## config.mk

```make
export PLATFORM = sky130hd
export DESIGN_NAME = kmsr_div
export DESIGN_NICKNAME = d
export VERILOG_FILES = /design/src/sv/kmsr_div.sv
export SDC_FILE = /design/constraint.sdc
export NUM_CORES = 1
export LEC_CHECK = 0
export ABC_AREA = 0
export ABC_CLOCK_PERIOD_IN_PS = 3250
export BUFFER_PORTS_ARGS = -buffer_cell sky130_fd_sc_hd__buf_2
export CAP_MARGIN = 20
export CORE_MARGIN = 3
export CORE_UTILIZATION = 34
export CTS_CLUSTER_DIAMETER = 120
export DETAILED_ROUTE_END_ITERATION = 16
export PLACE_DENSITY = 0.66
export REMOVE_ABC_BUFFERS = 1
export SYNTH_ARGS = -nofsm -noshare
export SYNTH_HDL_FRONTEND = slang
export SYNTH_SLANG_ARGS = --single-unit
```

## constraint.sdc

```tcl
create_clock -name clk_i -period 3.25 [get_ports clk_i]
set_clock_uncertainty 0.1 [all_clocks]
set_input_delay 0.8125 -clock clk_i [delete_from_list [all_inputs] [get_ports clk_i]]
set_output_delay 0.8125 -clock clk_i [all_outputs]
set_load 0.05 [all_outputs]
```

## src/sv/kmsr_div.sv

```systemverilog
// Restoring divider, one quotient bit per cycle.
`default_nettype none
module kmsr_div #(
  parameter int N = 41,
  parameter int M = 9
) (
  input  wire logic         clk_i,
  input  wire logic         rst_ni,
  input  wire logic         start_i,
  input  wire logic [N-1:0] dividend_i,
  input  wire logic [M-1:0] divisor_i,
  output logic              busy_o,
  output logic              done_o,
  output logic [N-1:0]      quot_o
);
  localparam int CntW = $clog2(N + 1);

  logic [N-1:0]    dq_q;
  logic [M-1:0]    rem_q, dv_q;
  logic [CntW-1:0] cnt_q;
  logic            busy_q, done_q;
  logic [M:0]      trial;
  logic            ge;

  always_comb begin
    trial = {rem_q, dq_q[N-1]};
    ge    = trial >= {1'b0, dv_q};
  end

  always_ff @(posedge clk_i or negedge rst_ni) begin
    if (!rst_ni) begin
      busy_q <= 1'b0;
      done_q <= 1'b0;
      cnt_q  <= '0;
    end else begin
      done_q <= 1'b0;
      if (start_i) begin
        busy_q <= 1'b1;
        cnt_q  <= '0;
      end else if (busy_q) begin
        cnt_q <= cnt_q + 1'b1;
        if (cnt_q == CntW'(N - 1)) begin
          busy_q <= 1'b0;
          done_q <= 1'b1;
        end
      end
    end
  end

  always_ff @(posedge clk_i) begin
    if (start_i) begin
      dq_q  <= dividend_i;
      dv_q  <= divisor_i;
      rem_q <= '0;
    end else if (busy_q) begin
      rem_q <= ge ? M'(trial - {1'b0, dv_q}) : M'(trial);
      dq_q  <= {dq_q[N-2:0], ge};
    end
  end

  assign busy_o = busy_q;
  assign done_o = done_q;
  assign quot_o = dq_q;
endmodule
`default_nettype wire

```

Word level (Yosys, flattened, before mapping):

Cells that the tools add are included.

* eq/ne operators: 1
* add/subtract/negate cells: 2
* magnitude comparators: 1
* mux-type cells: 11
* reductions and logical operators: 1

Operators by type and width (count)
* $mux 41: 2
* $mux 6: 2
* $ge 10x9->1: 1
* $mux 9: 1
* $sub 9x9->9: 1
* $add 6x1->6 const B: 1
* $eq 6x6->1 const B: 1
* $mux 1: 6
* $reduce_bool 2->1: 1

* output and inout bits: 43
* input port bits: 53
* register bits: 67
* logic and storage cells: 22

Longest topological paths before layout:

* depth after elaboration: 4
* mapped depth: 10
* mapped depth without buffers: 9

Least setup slack after synthesis:

Ideal clock, no wire load.

* kind: input-to-reg
* start: input start_i
* end: register dq_q[0], in the netlist quot_o[0], enable pin
* data required time: 2755 ps
* path slack: 368 ps
* setup time: 395 ps
* data arrival time: 2387 ps
* stages: 4
* buffers on the path: 2
* cells stage by stage: buf_1 clkbuf_1 nor2_1 inv_1

* cells in the longest elaborated chain, start to end: 1

Ends and longest elaborated chain
* start, declared: RTL line 9 `input wire logic start_i,`
* $reduce_bool 2->1 (no source line)
* end signal, assigned: RTL line 52 `dq_q <= dividend_i;`
* end signal, assigned: RTL line 57 `dq_q <= {dq_q[N-2:0], ge};`
* end, declared: RTL line 18 `logic [N-1:0] dq_q;`

No other way between the ends.
A chain may end at the register's enable or synchronous reset.

Worst setup path in the final report:

* start: register dq_q[40], in the netlist quot_o[40]
* end: register rem_q[6]

* cells in the longest elaborated chain, start to end: 2
* elaborated cells on any way between the ends: 3
* those cells by class: add/sub (1); order compare (1); mux (1)

Ends and longest elaborated chain
* $sub 9x9->9 / $ge 10x9->1 (equally long branches): RTL line 56, 27
* $mux 9 *: RTL line 56 `rem_q <= ge ? M'(trial - {1'b0, dv_q}) : M'(trial);`
* end signal, assigned: RTL line 56
* end, declared: RTL line 19 `logic [M-1:0] rem_q, dv_q;`

Every way passes the cells marked *; elsewhere a longest branch is shown, timed or not.

==> results.json <==
{
  "cts_max_path_buffers": 2,
  "drtIter0Drc": 93,
  "num_rows": 34,
  "grt_max_degree": 54,
  "tns_ns": 0,
  "max_freq_mhz": 364,
  "p_leak_nw": 1.80,
  "ant_nets": 0,
  "hpwl_mm": 4.61,
  "rsz0062_at_grt": "no",
  "grt_pass1_wl_mm": 11.0,
  "gp_congestion": 0.827,
  "synth_edf_count": 50,
  "ctsResizeCount": 0,
  "drv_cap": 0,
  "grt_pass1_vias": 2277,
  "routed_wl_mm": 6.55,
  "coreArea_sq_um": 8980,
  "synth_cells": 245,
  "diodes": 0,
  "wl_per_cell_microns": 13.8,
  "ys_types": 40,
  "min_period_ns": 2.74,
  "r2r_setup_slack_ns": 0.51,
  "cts-root-buf": "clkbuf_8",
  "drt-pass1-iter-count": 4,
  "vias_per_cell": 4.73,
  "cts_max_level": 3,
  "setup_viol_count_final": 0,
  "overflow": 0,
  "layout.nets": 408,
  "crit_required_ns": 3.36,
  "ys_seq_area_share_pct": 58.1,
  "final_max_slew_viol_count": 0,
  "ys.flop_type": "edfxtp_1",
  "outcome": "finished clean",
  "clock-sinks": 67,
  "worst_setup_path_start_kind": "flip-flop",
  "criticalPathCategory": "reg -> reg",
  "critPathArrivalTime_ns": 2.86,
  "hold_violations": 0,
  "power.density_nw_per_um2": 727,
  "vias": 2244,
  "rr_endpoint": "rem_q[6]",
  "tightest_slew_ns": 0.540,
  "num_io_pins": 96,
  "synth_seq_cells": 67,
  "hold_class": "in -> async",
  "dieArea_sq_um": 10700,
  "synth_async_sr_flop_share_pct": 11.9,
  "clk_pin_slew_ns": 0.08,
  "area_growth_pct": 27.3,
  "drc_errors": 0,
  "syn-mean-instance-area_sq_um": 13.2,
  "rr_worst_depth": 9,
  "crit_fanout": 14,
  "layout_common_cells": "buf_2, edfxtp_1, mux2_2",
  "slew_headroom_pct": 64.0,
  "initial_core_util_pct": 36.1,
  "yosysWarnings": 0,
  "clock_latency_ns": 0.34,
  "cts_buffers": 9,
  "cts_setup_buffers": 0,
  "ir_drop_mv": 0.357,
  "endpoint_kind": "flip-flop",
  "final_common_cell": "buf_2",
  "nFillCells": 839,
  "finalHoldWorstSlack_ns": 0.197,
  "drive_above_1_share_pct": 45.4,
  "r2r-start": "quot_o[40]",
  "antenna_found_initial": 0,
  "fp.dieW_microns": 104,
  "die_y_microns": 104,
  "cts_tree": "done",
  "period_share_pct": 84.5,
  "io_buffers": 95,
  "ctsHoldBuffers": 0,
  "synth_area_sq_um": 3240,
  "grt_usage_pct": 12.7
}
[cell type report]
type	count	area (sq um)	area share, %
well taps	126	158	3.82
flip-flops and latches	67	1880	45.6
multi-input cells	152	1250	30.4
clock buffers	10	128	3.09
inverters	15	56.3	1.36
clock inverters	6	136	3.31
repair buffers	98	510	12.4
[power breakdown]
group	switching (mW)	internal, mW
sequential	0.0793	1.05
combinational	0.578	0.369
clock	0.329	0.591
[registers in the layout, indices dropped and copies added, names as in the netlist]
signal	flops
busy_o	1
cnt_q	6
done_o	1
dv_q	9
quot_o	41
rem_q	9
[per-stage QoR]
step	area [sq um]	power [mW]	utilization, %	instances	setup slack, ns
global route	4130	3.16	46.0	474	0.272
global placement	3860	2.08	43.0	458	0.674
detailed placement	3860	2.09	43.0	458	0.560
floorplan	3190	1.87	-	234	0.522
finish	4130	3.00	46.0	474	0.505
CTS	4130	3.02	46.0	474	0.513
[kinds of logic after synthesis]
group | after synthesis | synth area share [%]
DFF | 67 | 58.1
and+or+nand+nor | 51 | 7.80
muxes | 50 | 17.0
AOI/OAI and AO/OA | 31 | 6.91
buffers and inverters | 26 | 3.17
adders and majority gates | 12 | 4.87
xor gates and xnor gates | 8 | 2.16
[worst max-delay path: stages, from the launching register on]
cell	delay, ns
edfxtp_1	0.42
inv_1	0.08
ha_1	0.16
inv_1	0.06
fa_1	0.39
a211oi_1	0.39
o21a_1	0.25
o211a_2	0.41
mux2i_1	0.27
a211oi_1	0.10
[Yosys cell counts (3+ instances only)]
master | count | area, sq um
nand2_1 | 9 | 33.8
ha_1 | 11 | 138
clkbuf_1 | 6 | 22.5
mux2i_1 | 10 | 100
inv_1 | 15 | 56.3
mux2_2 | 40 | 450
a211oi_1 | 7 | 52.6
dfrtp_1 | 8 | 200
or3_1 | 3 | 18.8
buf_1 | 3 | 11.3
a311oi_1 | 3 | 26.3
o21ai_0 | 4 | 20.0
nand3b_1 | 3 | 22.5
edfxtp_1 | 50 | 1500
xor2_1 | 6 | 52.6
a21oi_1 | 6 | 30.0
nor2_1 | 21 | 78.8
dfxtp_1 | 9 | 180
o211ai_1 | 3 | 22.5
[layer usage]
metal	part of all wire, %	routed length, microns	track usage [%]
met1	46	3040	16.4
met2	43	2840	18.5
met3	9.1	599	6.28
met4	1.0	68	4.56
met5	0	0	0
[worst max-delay path by stage]
stage	start	endpoint	slack, ns	cells past startpoint
after CTS	quot_o[40]	rem_q[6]	0.51	9
final	quot_o[40]	rem_q[6]	0.51	9
after detailed placement	quot_o[40]	rem_q[4]	0.56	9
after floorplan	quot_o[40]	rem_q[1]	0.52	9
after global placement	quot_o[40]	rem_q[8]	0.67	9
after global routing	quot_o[40]	rem_q[6]	0.27	9
No activity file was read; power rests on OpenSTA's default activity.
