<file path="config.mk">
export PLATFORM = sky130hd
export DESIGN_NAME = kmsr_cell
export DESIGN_NICKNAME = d
export VERILOG_FILES = /design/src/sv/kmsr_pkg.sv /design/src/sv/kmsr_cell.sv
export SDC_FILE = /design/constraint.sdc
export NUM_CORES = 1
export LEC_CHECK = 0
export ABC_CLOCK_PERIOD_IN_PS = 6800
export BUFFER_PORTS_ARGS = -buffer_cell sky130_fd_sc_hd__buf_2
export CORE_MARGIN = 3
export CORE_UTILIZATION = 45
export DETAILED_ROUTE_END_ITERATION = 10
export PLACE_DENSITY = 0.7
export RECOVER_POWER = 25
export SLEW_MARGIN = 20
export SYNTH_ARGS = -nofsm -noshare
export SYNTH_HDL_FRONTEND = slang
export SYNTH_SLANG_ARGS = --single-unit
</file>
<file path="constraint.sdc">
create_clock -name clk_i -period 6.8 [get_ports clk_i]
set_input_delay 1.7 -clock clk_i [delete_from_list [all_inputs] [get_ports clk_i]]
set_output_delay 1.7 -clock clk_i [all_outputs]
set_load 0.005 [all_outputs]
</file>
<file path="src/sv/kmsr_pkg.sv">
// Shared types and constants for the one-dimensional k-means refinement block.
`default_nettype none
package kmsr_pkg;
  localparam int ValW  = 32;
  localparam int DistW = ValW + 1;
  localparam int IdxW  = 6;
  localparam logic [31:0] ThirdRecip = 32'hAAAA_AAAB;

  typedef struct packed {
    logic                    vld;
    logic signed [ValW-1:0]  val;
    logic [DistW-1:0]        gap;
    logic [IdxW-1:0]         idx;
  } kmsr_pt_t;
endpackage
`default_nettype wire

</file>
<file path="src/sv/kmsr_cell.sv">
// Centroid cell: holds one centroid and passes the nearest-so-far point word on.
`default_nettype none
module kmsr_cell #(
  parameter int CELL_IDX = 0
) (
  input  wire logic                       clk_i,
  input  wire logic                       rst_ni,
  input  wire logic                       en_i,
  input  wire logic                       wr_en_i,
  input  wire logic signed [31:0]         wr_data_i,
  input  wire kmsr_pkg::kmsr_pt_t         pt_i,
  output kmsr_pkg::kmsr_pt_t              pt_o,
  output logic signed [31:0]              cent_o
);
  import kmsr_pkg::*;

  logic signed [ValW-1:0] cent_q;
  kmsr_pt_t               pt_d, pt_q;
  logic signed [DistW-1:0] diff;
  logic [DistW-1:0]       gap;

  always_comb begin
    diff = $signed({pt_i.val[ValW-1], pt_i.val}) - $signed({cent_q[ValW-1], cent_q});
    gap  = diff[DistW-1] ? DistW'(-diff) : DistW'(diff);
    pt_d = pt_i;
    if (en_i && pt_i.vld && (gap < pt_i.gap)) begin
      pt_d.gap = gap;
      pt_d.idx = IdxW'(CELL_IDX);
    end
  end

  always_ff @(posedge clk_i or negedge rst_ni) begin
    if (!rst_ni) begin
      pt_q <= '0;
    end else begin
      pt_q <= pt_d;
    end
  end

  always_ff @(posedge clk_i) begin
    if (wr_en_i) begin
      cent_q <= wr_data_i;
    end
  end

  assign pt_o   = pt_q;
  assign cent_o = cent_q;
endmodule
`default_nettype wire

</file>
Word-level counts from Yosys, hierarchy flattened --
Cells that the tools add are included.
Storage, ports and cells: input port bits 108, logic and storage cells 12, output and inout bits 104, bits in registers 104
Operators by class: add/sub/neg operators 2, muxes and demuxes 2, reduce and logical (&&, ||, !) cells 2, magnitude comparators 1
Operators with widths (number):
- $mux 39 | 1
- $lt 33x33->1 | 1
- $mux 33 | 1
- $neg 33->33 | 1
- $sub 32x32->33 | 1
- $logic_and 1x1->1 | 2

Depth between registers and ports, before layout --
depth in word-level cells 6, gate-level depth with buffers 26, mapped depth without buffers 23

Least setup slack after synthesis --
No wires, ideal clock.
path kind input -> register, from input port pt_i[39] in the netlist's numbering, to register pt_q (netlist bit pt_o[35]), arrival time 7009 ps, stages 25, setup slack -334 ps, setup time 125 ps, buffers on the path 2, cells stage by stage inv_1 ha_1 fa_1 nand2b_1 a21oi_1 o21ai_0 a211o_1 and2_0 o21ai_0 a31oi_1 o21ai_0 xnor2_1 ha_1 a21o_1 a21o_1 a21oi_1 o211ai_1 a221oi_1 o21ai_0 a221oi_1 nor3_1 nor3_1 clkbuf_1 clkbuf_1 mux2_2
RTL lines:
- from (decl) | line kmsr_cell.sv:11 | input wire kmsr_pkg::kmsr_pt_t pt_i,
- to (signal assigned) | line kmsr_cell.sv:36 | pt_q <= pt_d;
- to (decl) | line kmsr_cell.sv:18 | kmsr_pt_t pt_d, pt_q;

==> flow_summary_export.csv <==
group,metric,value,unit
grt,grt_pass1_vias,5813,
synth,synth_async_sr_flop_share,69.2,%
power_and_ir_drop,clock_power_share,22.3,%
floorplan,dieArea,16900,sq um
sta,layout_worst_path_cycle_share,95.8,%
cts,cts_max_path_buffers,2,
cells_and_area,syn2layout_area_growth,30.6,%
placed_design,dpl.cell_count,1139,
floorplan,site_row_count,44,
synth,ys_types,65,
placed_design,place.detailed.hpwl,14.0,mm
floorplan,floorplan.die.width,130,microns
cts,clkSinkCount,104,
power_and_ir_drop,combinationalPowerShare,43.9,%
setup_path,timing.setup.critical_path_class,"in -> reg",
setup_path,critPathSlowestCell,"or4_4",
synth,ys_dominant_reg_cell,"dfrtp_1",
cells_and_area,mostFrequentLayoutCells,"179 x buf_2, 73 x buf_4, 72 x inv_1, 72 x dfrtp_1, 65 x ha_1",
detailed_routing,via_count,6037,
power_and_ir_drop,p_total,2170,uW
setup_path,timing.critical_path.max_delay_family,"simple AND/OR/NAND/NOR gates",
setup_path,start_kind,"primary input",
synth,yosysWarningCount,0,
grt,grt_start_max_net_pins,73,
cells_and_area,layout-drive-gt1-share,33.6,%
cells_and_area,final_common_cell,"buf_2",
floorplan,placeableCoreArea,14800,sq um
cells_and_area,nNetsFinal,1146,
cts,cts_tree,"built",
setup_path,cp_slowest_stage_delay,480,ps
cells_and_area,final_design_area_no_fill,9010,sq um
cts,clk-insertion-delay-late,350,ps
setup_path,end_kind,"flop",
detailed_routing,first_pass_iters,5,
detailed_routing,starting_drc_count_in_detailed_routing,286,
cells_and_area,diodes,0,
sta,tns,0,ps
power_and_ir_drop,power-per-cell-area,241,nW/um^2
setup_path,most_used_cell_along_the_critical_path,"buf_4",
setup_path,crit_buf_inv,6,
status,status,"complete, but fails checks",
detailed_routing,dr_wl_cell,15.0,microns
power_and_ir_drop,p_leak,0.00435,uW
synth,synth-seq-cells,104,
grt,grt_antenna_before_repair,0,
cts,cts_inserted_buffers,9,
status,failed_checks,"max-capacitance violations, max-slew violations",
cells_and_area,layout.cells.non_filler,1160,
min_path,worstHoldPathType,"reg -> reg",
power_and_ir_drop,internal_power,1440,uW
sta,final_period_minus_worst_setup_slack,6520,ps
floorplan,floorplan.initialDensity,46.8,%
sta,final-setup-viol-count,0,
floorplan,die_h,130,microns
floorplan,floorplan.io_pins,212,
synth,post_synth_edffs,32,
synth,synth_sequential_area_ratio,40.0,%
power_and_ir_drop,switching_power,732,uW
grt,grtUsageTotal,20.2,%
sta,post_route_skew,7.36,ps
sta,worst_pin_slew,3840,ps
detailed_routing,drt-total-wl,17.4,mm
cells_and_area,postLayoutCoreUtil,61.1,%
cts,ctsRootBufferMaster,"clkbuf_16",
detailed_routing,route.detailed.drc,0,
detailed_routing,routed_via_density,5.20,
sta,slew_headroom,-156,%
synth,syn-cell-area,6900,sq um
detailed_routing,antenna_left,0,
cts,path_clk_slew,60,ps
setup_path,cp_data_arrival_time,6740,ps
power_and_ir_drop,ir_drop,0.000201,V
job,max_cap_viol_count,1,
placed_design,gpl.final_weighted_congestion,0.886,
cts,post_cts_hold_buffer_count,0,
setup_path,critical_path.max_fanout,14,
cts,cts.htree.levels,3,
sta,hold_violations,0,
synth,post_synth_inst_count,694,
placed_design,port_buffers,211,
power_and_ir_drop,p_sw_share,33.7,%
sta,timing_max_transition_violations_final,73,
grt,globalRouteOverflowTotal,0,
power_and_ir_drop,seq_power_share,33.8,%
synth,synth.net_count,868,
sta,max_freq,153,MHz
grt,grt_pass1_wl,27.4,mm
synth,avgSynthCellArea,9.94,sq um
placed_design,placedInstanceArea,8640,sq um
setup_path,cp.required,7030,ps
-- path summary, 6_finish.rpt --
path                                     startpoint                 end  slack (ps)  cells past startpoint
worst max-delay path                       pt_i[39]  pt_o[12]$_DFF_PN0_         280                     25
worst min-delay path            cent_o[0]$_DFFE_PP_   pt_o[6]$_DFF_PN0_         740                      2
worst max register to register  cent_o[0]$_DFFE_PP_  pt_o[12]$_DFF_PN0_        1350                     23
worst min register to register  cent_o[0]$_DFFE_PP_   pt_o[6]$_DFF_PN0_         740                      2
max in group asynchronous                    rst_ni   pt_o[6]$_DFF_PN0_        1930                      1
min in group asynchronous                    rst_ni  pt_o[47]$_DFF_PN0_        2680                      1
-- final cells by class --
class,instances,area [sq um]
clock buffers,15,279
well taps,184,230
multi-input cells,499,3870
repair buffers,286,1600
flip-flops and latches,104,2760
inverters,72,270
fillers,1317,5740
-- kinds of logic (layout without fill, tap and decap cells) --
kind of cell / Yosys count / in the layout / synth area share, %
XOR/XNOR: 54 / 54 / 6.85
flip-flops: 104 / 104 / 40.0
multiplexers: 34 / 34 / 5.58
buffers and inverters: 91 / 373 / 5.11
AND/OR/NAND/NOR: 169 / 169 / 13.5
AO/OA/AOI/OAI: 176 / 176 / 16.8
adder cells (fa/ha/maj): 66 / 66 / 12.1
-- worst min-delay path, stage by stage (launching register included) --
cell	delay, ps
edfxtp_1	350
ha_1	230
mux2i_1	110
-- stage by stage --
step / setup WS (ps) / hold slack [ps]
floorplan: 17.7 / 641
global placement: -181 / 719
detailed placement: -240 / 729
CTS: 106 / 741
global route: -13.0 / 763
finish: 284 / 740
-- flip-flops by register name, summed over array words and instances, names as in the netlist --
name and flops:
pt_o 72, cent_o 32
-- synth_stat cells (all sizes together), types with 2 or more instances --
master,n,area share (%)
o211ai,9,0.98
o21a,8,0.87
nand4b,3,0.38
nand2,40,2.2
or2,3,0.27
clkbuf,15,0.82
a221oi,3,0.38
nor4,4,0.36
edfxtp,32,14
a21o,16,1.7
xnor2,35,4.4
a211o,5,0.63
and2,8,0.73
mux2,33,5.4
nand4,11,1.2
inv,72,3.9
o21ai,34,2.5
dfrtp,72,26
a21oi,53,4.0
nand3b,3,0.33
or3,5,0.45
nor2b,13,1.2
nor3,10,1.1
xor2,19,2.4
ha,65,12
a211oi,4,0.44
o2111ai,4,0.51
nor3b,2,0.29
nor2,38,2.1
a41oi,3,0.38
and4,6,0.76
nand3,10,0.73
a31oi,11,1.0
or4,3,0.44
and3,3,0.27
o31ai,8,0.87
buf,4,0.38
nand2b,3,0.27
a31o,3,0.38
o311ai,2,0.25
o21bai,4,0.44
-- power by group through the flow --
stage / registers, uW / clock network, uW / logic (uW)
after floorplan: 757 / 0 / 570
after global placement: 747 / 0 / 902
after detailed placement: 747 / 0 / 918
after CTS: 734 / 502 / 926
after global routing: 742 / 522 / 1070
final: 734 / 485 / 954
-- layer usage --
layer  GRT usage (%)  vias to the layer above  wire [microns]
li1                -                     3061               -
met2            32.8                      201            8080
met3            4.63                       18            1150
met4            5.75                        0             269
met1            27.2                     2757            7850
met5               0                        -               0
-- what timing repair did --
item,CTS,global route
buffers inserted,0,5
resized for setup,0,21
setup endpoints to repair,0,39
No activity file was read; power rests on OpenSTA's default activity.
